**src/hw/rtl/asg_pkg.sv**
```systemverilog
// ----------------------------------------------------------------------------
// asg_pkg
// shared types, constants and register codes of the autostereogram row unit
// ----------------------------------------------------------------------------
package asg_pkg;

    localparam int MAX_WIDTH_DEF    = 1024;
    localparam int COLOUR_BITS_DEF  = 8;
    localparam int DEPTH_LEVELS_DEF = 32;

    localparam int COLOUR_W = 8;
    localparam int DEPTH_W  = 5;
    localparam int PERIOD_W = 10;
    localparam int COPIES_W = 5;
    localparam int CMP_W    = 16;

    typedef logic [COLOUR_W-1:0] colour_t;
    typedef logic [DEPTH_W-1:0]  depth_t;
    typedef logic [PERIOD_W-1:0] period_t;
    typedef logic [COPIES_W-1:0] copies_t;

    localparam period_t PERIOD_RST = period_t'(64);
    localparam copies_t COPIES_RST = copies_t'(10);

    localparam int APB_ADDR_W = 3;
    localparam int APB_DATA_W = 32;

    typedef logic [0:0] reg_idx_t;
    localparam reg_idx_t REG_BAND_PERIOD = 1'b0;
    localparam reg_idx_t REG_BAND_COPIES = 1'b1;

    typedef enum logic [1:0] {
        KIND_ZERO  = 2'b00,
        KIND_NOISE = 2'b01,
        KIND_COPY  = 2'b10
    } kind_t;

    typedef struct packed {
        logic  valid;
        logic  last;
        logic  store;
        kind_t kind;
    } pix_ctl_t;

endpackage

```
**src/hw/rtl/asg_cfg_regs.sv**
```systemverilog
// ----------------------------------------------------------------------------
// asg_cfg_regs
// apb register file holding band period and band count
// ----------------------------------------------------------------------------
module asg_cfg_regs
(
    input  logic                             clk,
    input  logic                             rst_n,
    input  logic                             psel,
    input  logic                             penable,
    input  logic                             pwrite,
    input  logic [asg_pkg::APB_ADDR_W-1:0]   paddr,
    input  logic [asg_pkg::APB_DATA_W-1:0]   pwdata,
    output logic [asg_pkg::APB_DATA_W-1:0]   prdata,
    output logic                             pready,
    output asg_pkg::period_t                 band_period,
    output asg_pkg::copies_t                 band_copies
);

    asg_pkg::period_t  period_reg;
    asg_pkg::copies_t  copies_reg;
    asg_pkg::reg_idx_t reg_idx;
    logic              wr_en;

    assign pready  = 1'b1;
    assign reg_idx = paddr[2:2];
    assign wr_en   = psel && penable && pwrite && pready;

    always_ff @(posedge clk or negedge rst_n)
    begin
        if (!rst_n)
        begin
            period_reg <= asg_pkg::PERIOD_RST;
            copies_reg <= asg_pkg::COPIES_RST;
        end
        else if (wr_en)
        begin
            case (reg_idx)
                asg_pkg::REG_BAND_PERIOD: period_reg <= pwdata[asg_pkg::PERIOD_W-1:0];
                asg_pkg::REG_BAND_COPIES: copies_reg <= pwdata[asg_pkg::COPIES_W-1:0];
                default: ;
            endcase
        end
    end

    always_comb
    begin
        case (reg_idx)
            asg_pkg::REG_BAND_PERIOD:
                prdata = asg_pkg::APB_DATA_W'(period_reg);
            asg_pkg::REG_BAND_COPIES:
                prdata = asg_pkg::APB_DATA_W'(copies_reg);
            default:
                prdata = '0;
        endcase
    end

    assign band_period = period_reg;
    assign band_copies = copies_reg;

endmodule

```
**config.mk**
```make
export PLATFORM = sky130hd
export DESIGN_NAME = asg_cfg_regs
export DESIGN_NICKNAME = d
export VERILOG_FILES = /design/src/hw/rtl/asg_pkg.sv /design/src/hw/rtl/asg_cfg_regs.sv
export SDC_FILE = /design/constraint.sdc
export NUM_CORES = 1
export LEC_CHECK = 0
export ABC_AREA = 0
export ABC_CLOCK_PERIOD_IN_PS = 990
export BUFFER_PORTS_ARGS = -buffer_cell sky130_fd_sc_hd__buf_2
export CAP_MARGIN = 0
export CELL_PAD_IN_SITES_DETAIL_PLACEMENT = 2
export CELL_PAD_IN_SITES_GLOBAL_PLACEMENT = 2
export CORE_AREA = 2 2 74 76
export DETAILED_ROUTE_END_ITERATION = 10
export DIE_AREA = 0 0 76 78
export PLACE_DENSITY_LB_ADDON = 0.05
export SYNTH_ARGS = -nofsm -noshare
export SYNTH_HDL_FRONTEND = slang
export SYNTH_SLANG_ARGS = --single-unit
```
**constraint.sdc**
```tcl
create_clock -name clk -period 0.99 [get_ports clk]
set_input_delay 0.0495 -clock clk [delete_from_list [all_inputs] [get_ports clk]]
set_output_delay 0.0495 -clock clk [all_outputs]
set_load 0.1 [all_outputs]
```
==> impl_metrics.json, run 1 <==
{
  "cts_tree": "done",
  "totalWireLength_um": 2540,
  "drive_above_1_share": 0.803,
  "violations": "setup timing",
  "setup_violations": 24,
  "track_usage": 0.0857,
  "syn_area_um2": 885,
  "critPathCaptureType": "output pin",
  "cap_violations": 0,
  "antenna_cells": 0,
  "slew_viol_final": 0,
  "place_area_mm2": 0.00169,
  "place.gp.congestion": 0.633,
  "max_stage_delay_ns": 0.49,
  "synth-edff-count": 0,
  "cts_buffer_depth": 2,
  "drt_iter0_markers": 6,
  "fin_crit_ns": 1.24,
  "ys_ff_latch": 15,
  "reg2reg_to": "band_period[3]",
  "clk-insertion-delay-late_ns": 0.25,
  "crit_family": "flip-flops",
  "overflow": 0,
  "holdPathStages": 2,
  "dieArea_mm2": 0.00593,
  "grt_max_degree": 16,
  "netlist-cell-type-count": 11,
  "chipWidth_um": 76,
  "wire_per_inst_um": 12.6,
  "setup_slack_ns": -0.251,
  "synth_cells": 69,
  "yosysSeqAreaShare": 0.429,
  "avgViaCountPerCell": 3.34,
  "hpwlAfterDp_um": 1990,
  "fmax_ghz": 0.806,
  "hold_path.class": "in2reg",
  "rrSetupSlack_ns": -0.06,
  "fin_nets": 173,
  "clock-root-buffer": "clkbuf_8",
  "io_pins": 88,
  "crit_required_ns": 0.94,
  "drc_errors": 0,
  "grt_pass1_vias": 750,
  "period_share": 1.25,
  "portBuffers": 40,
  "grt_pass1_wl_um": 3930,
  "yosys-top-cells-area": "dfrtp_1 (34%), buf_4 (20%), mux2_4 (17%), mux2_2 (13%), dfstp_2 (8.9%)",
  "status": "complete, but fails checks",
  "hold-path-endpoint": "band_period[5]",
  "power_leakage_nw": 0.898,
  "finalHoldViolCount": 0,
  "yosys.area.top_type_share": 0.339,
  "critical_path_buf_inv_count": 1,
  "yosysTopAreaCell": "dfrtp_1",
  "cts_sinks": 15,
  "postRouteAntennaNets": 0,
  "clk_pin_slew_worst_paths_ns": 0.07,
  "slowest_stage": "dfrtp_4",
  "power.density_mw_per_mm2": 2860,
  "hold_start": "pwdata[5]",
  "htreeDepth": 1,
  "die_h_um": 78,
  "worstPathArrival_ns": 1.19,
  "crit_type": "reg2out",
  "design_area_mm2": 0.00185,
  "reg2reg_from": "band_period[3]",
  "area_growth_pct": 109,
  "rsz0062_at_grt": "true",
  "yosys_warnings": 0,
  "ys.flop_type": "dfrtp_1",
  "crit_fanout": 3,
  "yosysMostFrequentCell": "buf_4",
  "crit_chain": "mux2_4 -> buf_12",
  "skew_ns": 0,
  "ff2ff_path_depth": 3,
  "cts_made_buffers": 3,
  "peakVddDrop_v": 0.00108,
  "async_reset_ff_frac": 1.00,
  "drt-pass1-iter-count": 2,
  "rows": 26,
  "vias": 674,
  "antenna_found_initial": 0,
  "cp-start-kind": "flop",
  "synthTopCellsByCount": "buf_4 (23), dfrtp_1 (12), mux2_2 (10), mux2_4 (10), nor2b_1 (5)",
  "final_core_util": 0.367,
  "syn_area_per_cell_um2": 12.8,
  "initial_core_util": 0.175,
  "core_mm2": 0.00504
}
state kept, by name, indices dropped and copies added, names as in the netlist:
name and flops:
band_period 10, band_copies 5
layout by cell type (no fill, tap or decap):
master,instances
conb_1,23
buf_4,8
nor2b_4,5
mux2_4,20
buf_12,26
clkinv_2,1
dfstp_4,3
buf_2,15
nand4_1,1
dfrtp_4,12
buf_6,13
dlygate4sd3_1,1
nand4b_1,1
clkbuf_8,3
power breakdown:
part | switching (mW) | internal, mW
sequential | 0.121 | 0.857
combinational | 2.38 | 1.43
clock | 0.226 | 0.278
metal layers:
metal / up-vias / share of wire / global-route usage
li1: 306 / - / -
met2: 43 / 0.50 / 0.139
met3: 2 / 0.072 / 0.0209
met5: - / 0 / 0
met1: 323 / 0.41 / 0.108
met4: 0 / 0.013 / 0.0382
layout make-up:
type                       count  area (um2)
fill                         548        3190
timing repair buffer          63         812
multi-input combinational     50         470
sequential                    15         435
tap                           70        87.6
clock buffer                   3        41.3
clock inverter                 1        5.00
kinds of logic (layout without fill, tap and decap cells):
kind of cell | Yosys count | in the layout | share of synthesized area
buffers and inverters | 25 | 67 | 0.214
DFF | 15 | 15 | 0.429
muxes | 20 | 20 | 0.297
other | 2 | 23 | 0.00849
and+or+nand+nor | 7 | 7 | 0.0523
worst max path at each step:
stage / startpoint / endpoint / slack, ns / cells past startpoint
3_5_place_dp: band_period[2] / prdata[2] / 0.01 / 2
5_1_grt: band_copies[1] / prdata[1] / -0.28 / 2
4_1_cts: band_period[6] / prdata[6] / -0.26 / 2
3_3_place_gp: paddr[2] / band_period[9] / 0.02 / 4
6_report: band_period[4] / prdata[4] / -0.25 / 2
2_1_floorplan: band_period[6] / prdata[6] / -0.42 / 1
through the flow:
| stage | worst slack, ns | total power, mW | TNS [ns] | hold WS, ns | instances |
|---|---|---|---|---|---|
| 5_1_grt | -0.283 | 5.47 | -4.07 | 0.0276 | 202 |
| 3_3_place_gp | 0.0153 | 4.59 | 0 | -0.0144 | 191 |
| 6_report | -0.251 | 5.29 | -3.33 | 0.0292 | 202 |
| 3_5_place_dp | 0.0129 | 4.61 | 0 | -0.0128 | 191 |
| 2_1_floorplan | -0.423 | 3.40 | -2.73 | -0.246 | 90 |
| 4_1_cts | -0.261 | 5.26 | -3.54 | 0.0220 | 199 |
what timing repair did:
action | in CTS | in global routing
endpoints found under the hold margin | 12 | 0
resized for setup | 10 | 9
setup buffers | 8 | 9
hold buffers | 1 | 0
endpoints found under the setup margin | 21 | 27
pin swaps | 0 | 0
(Power assumes the default switching activity.)
==> inputs of run 2 (changes only) <==
--- a/config.mk
+++ b/config.mk
@@ -15,6 +15,7 @@
 export DETAILED_ROUTE_END_ITERATION = 10
 export DIE_AREA = 0 0 76 78
 export PLACE_DENSITY_LB_ADDON = 0.05
+export REMOVE_ABC_BUFFERS = 1
 export SYNTH_ARGS = -nofsm -noshare
 export SYNTH_HDL_FRONTEND = slang
 export SYNTH_SLANG_ARGS = --single-unit
==> run 2 against run 1 <==
  * The run still ends with setup timing left
  * Critical endpoint is now prdata[3]
  * Clock-buffer cell count unchanged
  * Total power shrank 2.8%
  * Combinational power is 1% lower
  * Wire length is 6.6% higher
  * Largest cell class unchanged
  * Register-to-register slack improved by 0.08 ns
  * Sequential power down 9.7%
  * Utilization shrank 1.7 points
  * Sequential share of layout area shrank 2.0 points
  * Final cell count did not move
==> impl_metrics.json, run 2 (synthesis results as in run 1) <==
{
  "status": "complete, but fails checks",
  "violations": "setup timing",
  "critPathCaptureType": "output pin",
  "setup_slack_ns": -0.171,
  "slew_viol_final": 0,
  "overflow": 0,
  "track_usage": 0.0889,
  "ff2ff_path_depth": 3,
  "hold_path.class": "in2reg",
  "io_pins": 88,
  "setup_violations": 15,
  "internal_power_mw": 2.43,
  "most-common-layout-cells": "buf_12 (25), conb_1 (23), mux2_4 (15), buf_2 (15), buf_6 (13)",
  "die_h_um": 78,
  "cap_violations": 0,
  "drive_above_1_share": 0.712,
  "reg2reg_from": "band_period[3]",
  "postRouteAntennaNets": 0,
  "drt-pass1-iter-count": 2,
  "p_sw_frac": 0.527,
  "wire_per_inst_um": 13.4,
  "crit_type": "reg2out",
  "antenna_cells": 0,
  "skew_ns": 0,
  "clock-root-buffer": "clkbuf_8",
  "finalHoldViolCount": 0,
  "max_stage_delay_ns": 0.54,
  "hpwlAfterDp_um": 2020,
  "hold_start": "pwdata[9]",
  "chipWidth_um": 76,
  "dp_cells": 191,
  "cts_tree": "done",
  "fin_nets": 173,
  "grt_pass1_wl_um": 4110,
  "holdPathStages": 2,
  "drc_errors": 0,
  "crit_required_ns": 0.94,
  "clk_pin_slew_worst_paths_ns": 0.07,
  "hold-path-endpoint": "band_period[9]",
  "rrSetupSlack_ns": 0.02,
  "avgViaCountPerCell": 3.37,
  "clk-insertion-delay-late_ns": 0.24,
  "drt_iter0_markers": 12,
  "dieArea_mm2": 0.00593,
  "power.density_mw_per_mm2": 2920,
  "fill_cells": 528,
  "cp-start-kind": "flop",
  "antenna_found_initial": 0,
  "largest_reg_flops": 10,
  "seqPwrFrac": 0.172,
  "fin_crit_ns": 1.16,
  "crit_fanout": 2,
  "initial_core_util": 0.175,
  "totalWireLength_um": 2710,
  "clkPwrFrac": 0.098,
  "cts_sinks": 15,
  "layout.cells.non_filler": 202,
  "reg2reg_to": "band_period[3]",
  "switchingPower_mw": 2.71,
  "comb_power_share": 0.731,
  "peakVddDrop_v": 0.00123,
  "grt_pass1_vias": 780,
  "place.gp.congestion": 0.650,
  "period_share": 1.17,
  "slowest_stage": "dfstp_2",
  "rsz0062_at_grt": "true",
  "crit_chain": "mux2_4 -> buf_12",
  "power_leakage_nw": 0.880,
  "worstPathArrival_ns": 1.11,
  "portBuffers": 40,
  "grt_max_degree": 16,
  "area_growth_pct": 99.4,
  "core_mm2": 0.00504,
  "htreeDepth": 1,
  "post-place-ws_ns": -0.00909,
  "cts_made_buffers": 3,
  "cts_buffer_depth": 2,
  "fmax_ghz": 0.862,
  "vias": 681,
  "layout_commonest_cell": "buf_12",
  "rows": 26
}
==> run 2: cell count changes in the layout (fill, tap and decap cells not counted) <==
cell | before | now
dfstp_2 | 0 | 3
dfrtp_1 | 0 | 12
mux2_2 | 0 | 5
mux2_4 | 20 | 15
buf_4 | 8 | 9
dfstp_4 | 3 | 0
buf_12 | 26 | 25
dfrtp_4 | 12 | 0
==> run 2: layout make-up <==
type	instances	area (um2)	share of cell area
repair buffers	63	800	0.453
well taps	70	87.6	0.0496
clock inverters	1	5.00	0.00284
clock buffers	3	41.3	0.0234
flip-flops and latches	15	379	0.215
multi-input cells	50	452	0.256
==> run 2: how the worst max path moves through the flow <==
stage | from | endpoint | slack, ns | depth (start not counted)
after floorplan | band_period[5] | prdata[5] | -1.42 | 1
after global placement | paddr[2] | band_period[9] | 0.02 | 4
after detailed placement | band_period[6] | prdata[6] | -0.009 | 2
after CTS | band_period[6] | prdata[6] | -0.19 | 2
after global routing | band_copies[3] | prdata[3] | -0.21 | 2
final | band_copies[3] | prdata[3] | -0.17 | 2
==> run 2: power groups by stage <==
| stage | registers, mW | clock network (mW) | logic, mW |
|---|---|---|---|
| 6_report | 0.883 | 0.503 | 3.76 |
| 5_1_grt | 0.909 | 0.560 | 3.85 |
| 4_1_cts | 0.873 | 0.538 | 3.72 |
| 3_5_place_dp | 0.895 | 0 | 3.51 |
| 3_3_place_gp | 0.888 | 0 | 3.49 |
| 2_1_floorplan | 1.87 | 0 | 1.23 |
==> run 2: worst max-delay path: cells and delay by family (launching register included) <==
family	cells	cell delay, ns
buf+inv	1	0.17
flops	1	0.54
mux	1	0.16
==> run 2: metrics by stage <==
stage | hold slack (ns) | cell area, um2 | utilization | total power [mW] | TNS [ns]
floorplan | -0.246 | 774 | - | 3.10 | -13.87
global placement | -0.0152 | 1560 | 0.309 | 4.37 | 0
detailed placement | -0.00354 | 1560 | 0.309 | 4.40 | -0.00909
CTS | 0.0223 | 1720 | 0.341 | 5.13 | -2.23
global route | 0.0301 | 1760 | 0.350 | 5.32 | -2.57
finish | 0.0299 | 1760 | 0.350 | 5.14 | -1.76
==> run 2: routing by layer <==
layer | wire [um] | GRT usage
met1 | 1080 | 0.0972
met2 | 1430 | 0.163
met3 | 175 | 0.0267
met4 | 22 | 0.0327
met5 | 0 | 0
==> run 2: timing repair <==
item | CTS | global route
hold endpoints to repair | 12 | 0
buffers inserted | 10 | 3
gates resized for setup | 16 | 14
endpoints found under the setup margin | 21 | 24
hold buffers | 1 | 0
==> inputs of run 3 (changes only) <==
--- a/config.mk
+++ b/config.mk
@@ -5,15 +5,15 @@
 export SDC_FILE = /design/constraint.sdc
 export NUM_CORES = 1
 export LEC_CHECK = 0
-export ABC_AREA = 0
+export ABC_AREA = 1
 export ABC_CLOCK_PERIOD_IN_PS = 990
 export BUFFER_PORTS_ARGS = -buffer_cell sky130_fd_sc_hd__buf_2
 export CAP_MARGIN = 0
 export CELL_PAD_IN_SITES_DETAIL_PLACEMENT = 2
 export CELL_PAD_IN_SITES_GLOBAL_PLACEMENT = 2
-export CORE_AREA = 2 2 74 76
+export CORE_AREA = 2 2 79 81
 export DETAILED_ROUTE_END_ITERATION = 10
-export DIE_AREA = 0 0 76 78
+export DIE_AREA = 0 0 81 83
 export PLACE_DENSITY_LB_ADDON = 0.05
 export REMOVE_ABC_BUFFERS = 1
 export SYNTH_ARGS = -nofsm -noshare
==> run 3 against run 2 <==
  * The flow still finishes with violations (setup timing)
  * Largest power group unchanged
  * Wire length up 17%
  * Area after synthesis up 3.4%
  * Final cell count up 25%
  * First-iteration DRC count rose to 2.8 times the previous value
  * Worst hold slack worse by 0.017 ns
==> impl_metrics.json, run 3 <==
{
  "seqPwrFrac": 0.189,
  "netlist-cell-type-count": 14,
  "wire_per_inst_um": 12.6,
  "yosysMostFrequentCell": "nand2_1",
  "critPathCaptureType": "output pin",
  "drc_errors": 0,
  "reg2reg_from": "band_copies[3]",
  "yosys-top-cells-area": "dfrtp_1 (33%), buf_4 (19%), nand2_1 (19%), dfstp_2 (8.6%), nand3_1 (8.2%)",
  "layout_commonest_cell": "nand2_1",
  "hold_ws_ns": 0.0132,
  "io_pins": 88,
  "initial_core_util": 0.157,
  "portBuffers": 40,
  "totalWireLength_um": 3170,
  "cts_buffer_depth": 2,
  "worstPathArrival_ns": 1.11,
  "ys_ff_latch": 15,
  "power.density_mw_per_mm2": 2580,
  "dieArea_mm2": 0.00672,
  "clkPwrFrac": 0.118,
  "startpoint": "band_copies[3]",
  "track_usage": 0.0988,
  "hold_path.class": "in2reg",
  "p_sw_frac": 0.549,
  "slew_viol_final": 0,
  "clock-root-buffer": "clkbuf_8",
  "setup_slack_ns": -0.172,
  "drive_above_1_share": 0.452,
  "clk_pin_slew_worst_paths_ns": 0.07,
  "yosysSeqAreaShare": 0.415,
  "antenna_found_initial": 0,
  "fmax_ghz": 0.860,
  "yosys_warnings": 0,
  "synth-edff-count": 0,
  "synthTopCellsByCount": "nand2_1 (46), buf_4 (23), nand3_1 (15)",
  "avgViaCountPerCell": 3.75,
  "most-common-layout-cells": "nand2_1 (38), buf_12 (25), conb_1 (23)",
  "post-place-ws_ns": 0.0151,
  "postRouteAntennaNets": 0,
  "cap_violations": 0,
  "chipWidth_um": 81,
  "fin_crit_ns": 1.16,
  "peakVddDrop_v": 0.000772,
  "drt_iter0_markers": 34,
  "crit_fanout": 2,
  "violations": "setup timing",
  "cts_made_buffers": 3,
  "setup_violations": 14,
  "rows": 28,
  "die_h_um": 83,
  "period_share": 1.17,
  "cp-start-kind": "flop",
  "internal_power_mw": 2.01,
  "vias": 945,
  "htreeDepth": 1,
  "comb_power_share": 0.693,
  "hold_start": "pwdata[6]",
  "fin_nets": 218,
  "grt_pass1_wl_um": 5050,
  "cts_sinks": 15,
  "status": "complete, but fails checks",
  "async_reset_ff_frac": 1.00,
  "rsz0062_at_grt": "true",
  "tns_ns": -1.27,
  "place.gp.congestion": 0.675,
  "synth_cells": 120,
  "cts_tree": "done",
  "antenna_cells": 0,
  "rrSetupSlack_ns": 0.08,
  "grt_pass1_vias": 1014,
  "switchingPower_mw": 2.45,
  "drt-pass1-iter-count": 4,
  "grt_max_degree": 16,
  "area_growth_pct": 89.1,
  "power_leakage_nw": 0.884,
  "ys.flop_type": "dfrtp_1",
  "power_mw": 4.45,
  "skew_ns": 0,
  "crit_required_ns": 0.94,
  "overflow": 0,
  "core_mm2": 0.00582,
  "yosys.area.top_type_share": 0.328,
  "clk-insertion-delay-late_ns": 0.25,
  "finalHoldViolCount": 0,
  "syn_area_per_cell_um2": 7.62,
  "crit_type": "reg2out",
  "syn_area_um2": 915,
  "largest_reg_flops": 10,
  "hpwlAfterDp_um": 2390,
  "yosysTopAreaCell": "dfrtp_1"
}
==> run 3: cell count changes after synthesis, sizes merged <==
cell    change
nand2      +46
buf         +2
nand3      +15
nand4b      -1
nor2        +6
mux2       -20
nand4       +1
nor2b       -5
inv         +7
==> run 3: layout make-up <==
class | instances | area (um2)
well taps | 75 | 93.8
clock buffers | 3 | 41.3
fillers | 678 | 4090
repair buffers | 59 | 766
clock inverters | 1 | 5.00
flip-flops and latches | 15 | 379
inverters | 7 | 26.3
multi-input cells | 92 | 418
==> run 3: final timing paths <==
check                      depth (start not counted)             end
max reg2reg                                        4  band_copies[3]
max                                                3       prdata[3]
max in group asynchronous                          2  band_copies[3]
min in group asynchronous                          2  band_period[7]
min reg2reg                                        2  band_period[1]
min                                                3  band_period[6]
==> run 3: metal layers <==
layer,routed length (um),part of all wire,global-route usage
met3,228,0.072,0.0163
met5,0,0,0
met1,1220,0.39,0.110
met4,36,0.011,0.0324
met2,1680,0.53,0.184
==> run 3: metrics by stage <==
step           cell area, um2  cells   util
6_report                 1730    252  0.297
5_1_grt                  1730    252  0.297
4_1_cts                  1700    252  0.293
3_5_place_dp             1540    240  0.265
3_3_place_gp             1540    240  0.265
2_1_floorplan             788    114      -
==> run 3: worst max-delay path, stage by stage, from the launching register on <==
cell     delay, ns
dfstp_2       0.55
nand2_2       0.06
nand2_2       0.09
buf_12        0.17
==> run 3: cell families after synthesis <==
| family | Yosys count | share of synthesized area |
|---|---|---|
| buffers and inverters | 34 | 0.253 |
| and+or+nand+nor | 69 | 0.324 |
| other | 2 | 0.00821 |
| DFF | 15 | 0.415 |
==> run 3: what timing repair did <==
action	4_1_cts	5_1_grt
gates resized for setup	18	10
hold buffers	1	0
setup buffers	7	2
endpoints found under the hold margin	12	0
pin swaps	6	7
setup endpoints to repair	17	23
==> run 3: power by group through the flow <==
| stage | Combinational (mW) | Sequential, mW | Clock (mW) |
|---|---|---|---|
| after floorplan | 0.999 | 1.69 | 0 |
| after global placement | 2.87 | 0.863 | 0 |
| after detailed placement | 2.89 | 0.868 | 0 |
| after CTS | 3.09 | 0.830 | 0.559 |
| after global routing | 3.19 | 0.856 | 0.580 |
| final | 3.09 | 0.842 | 0.524 |
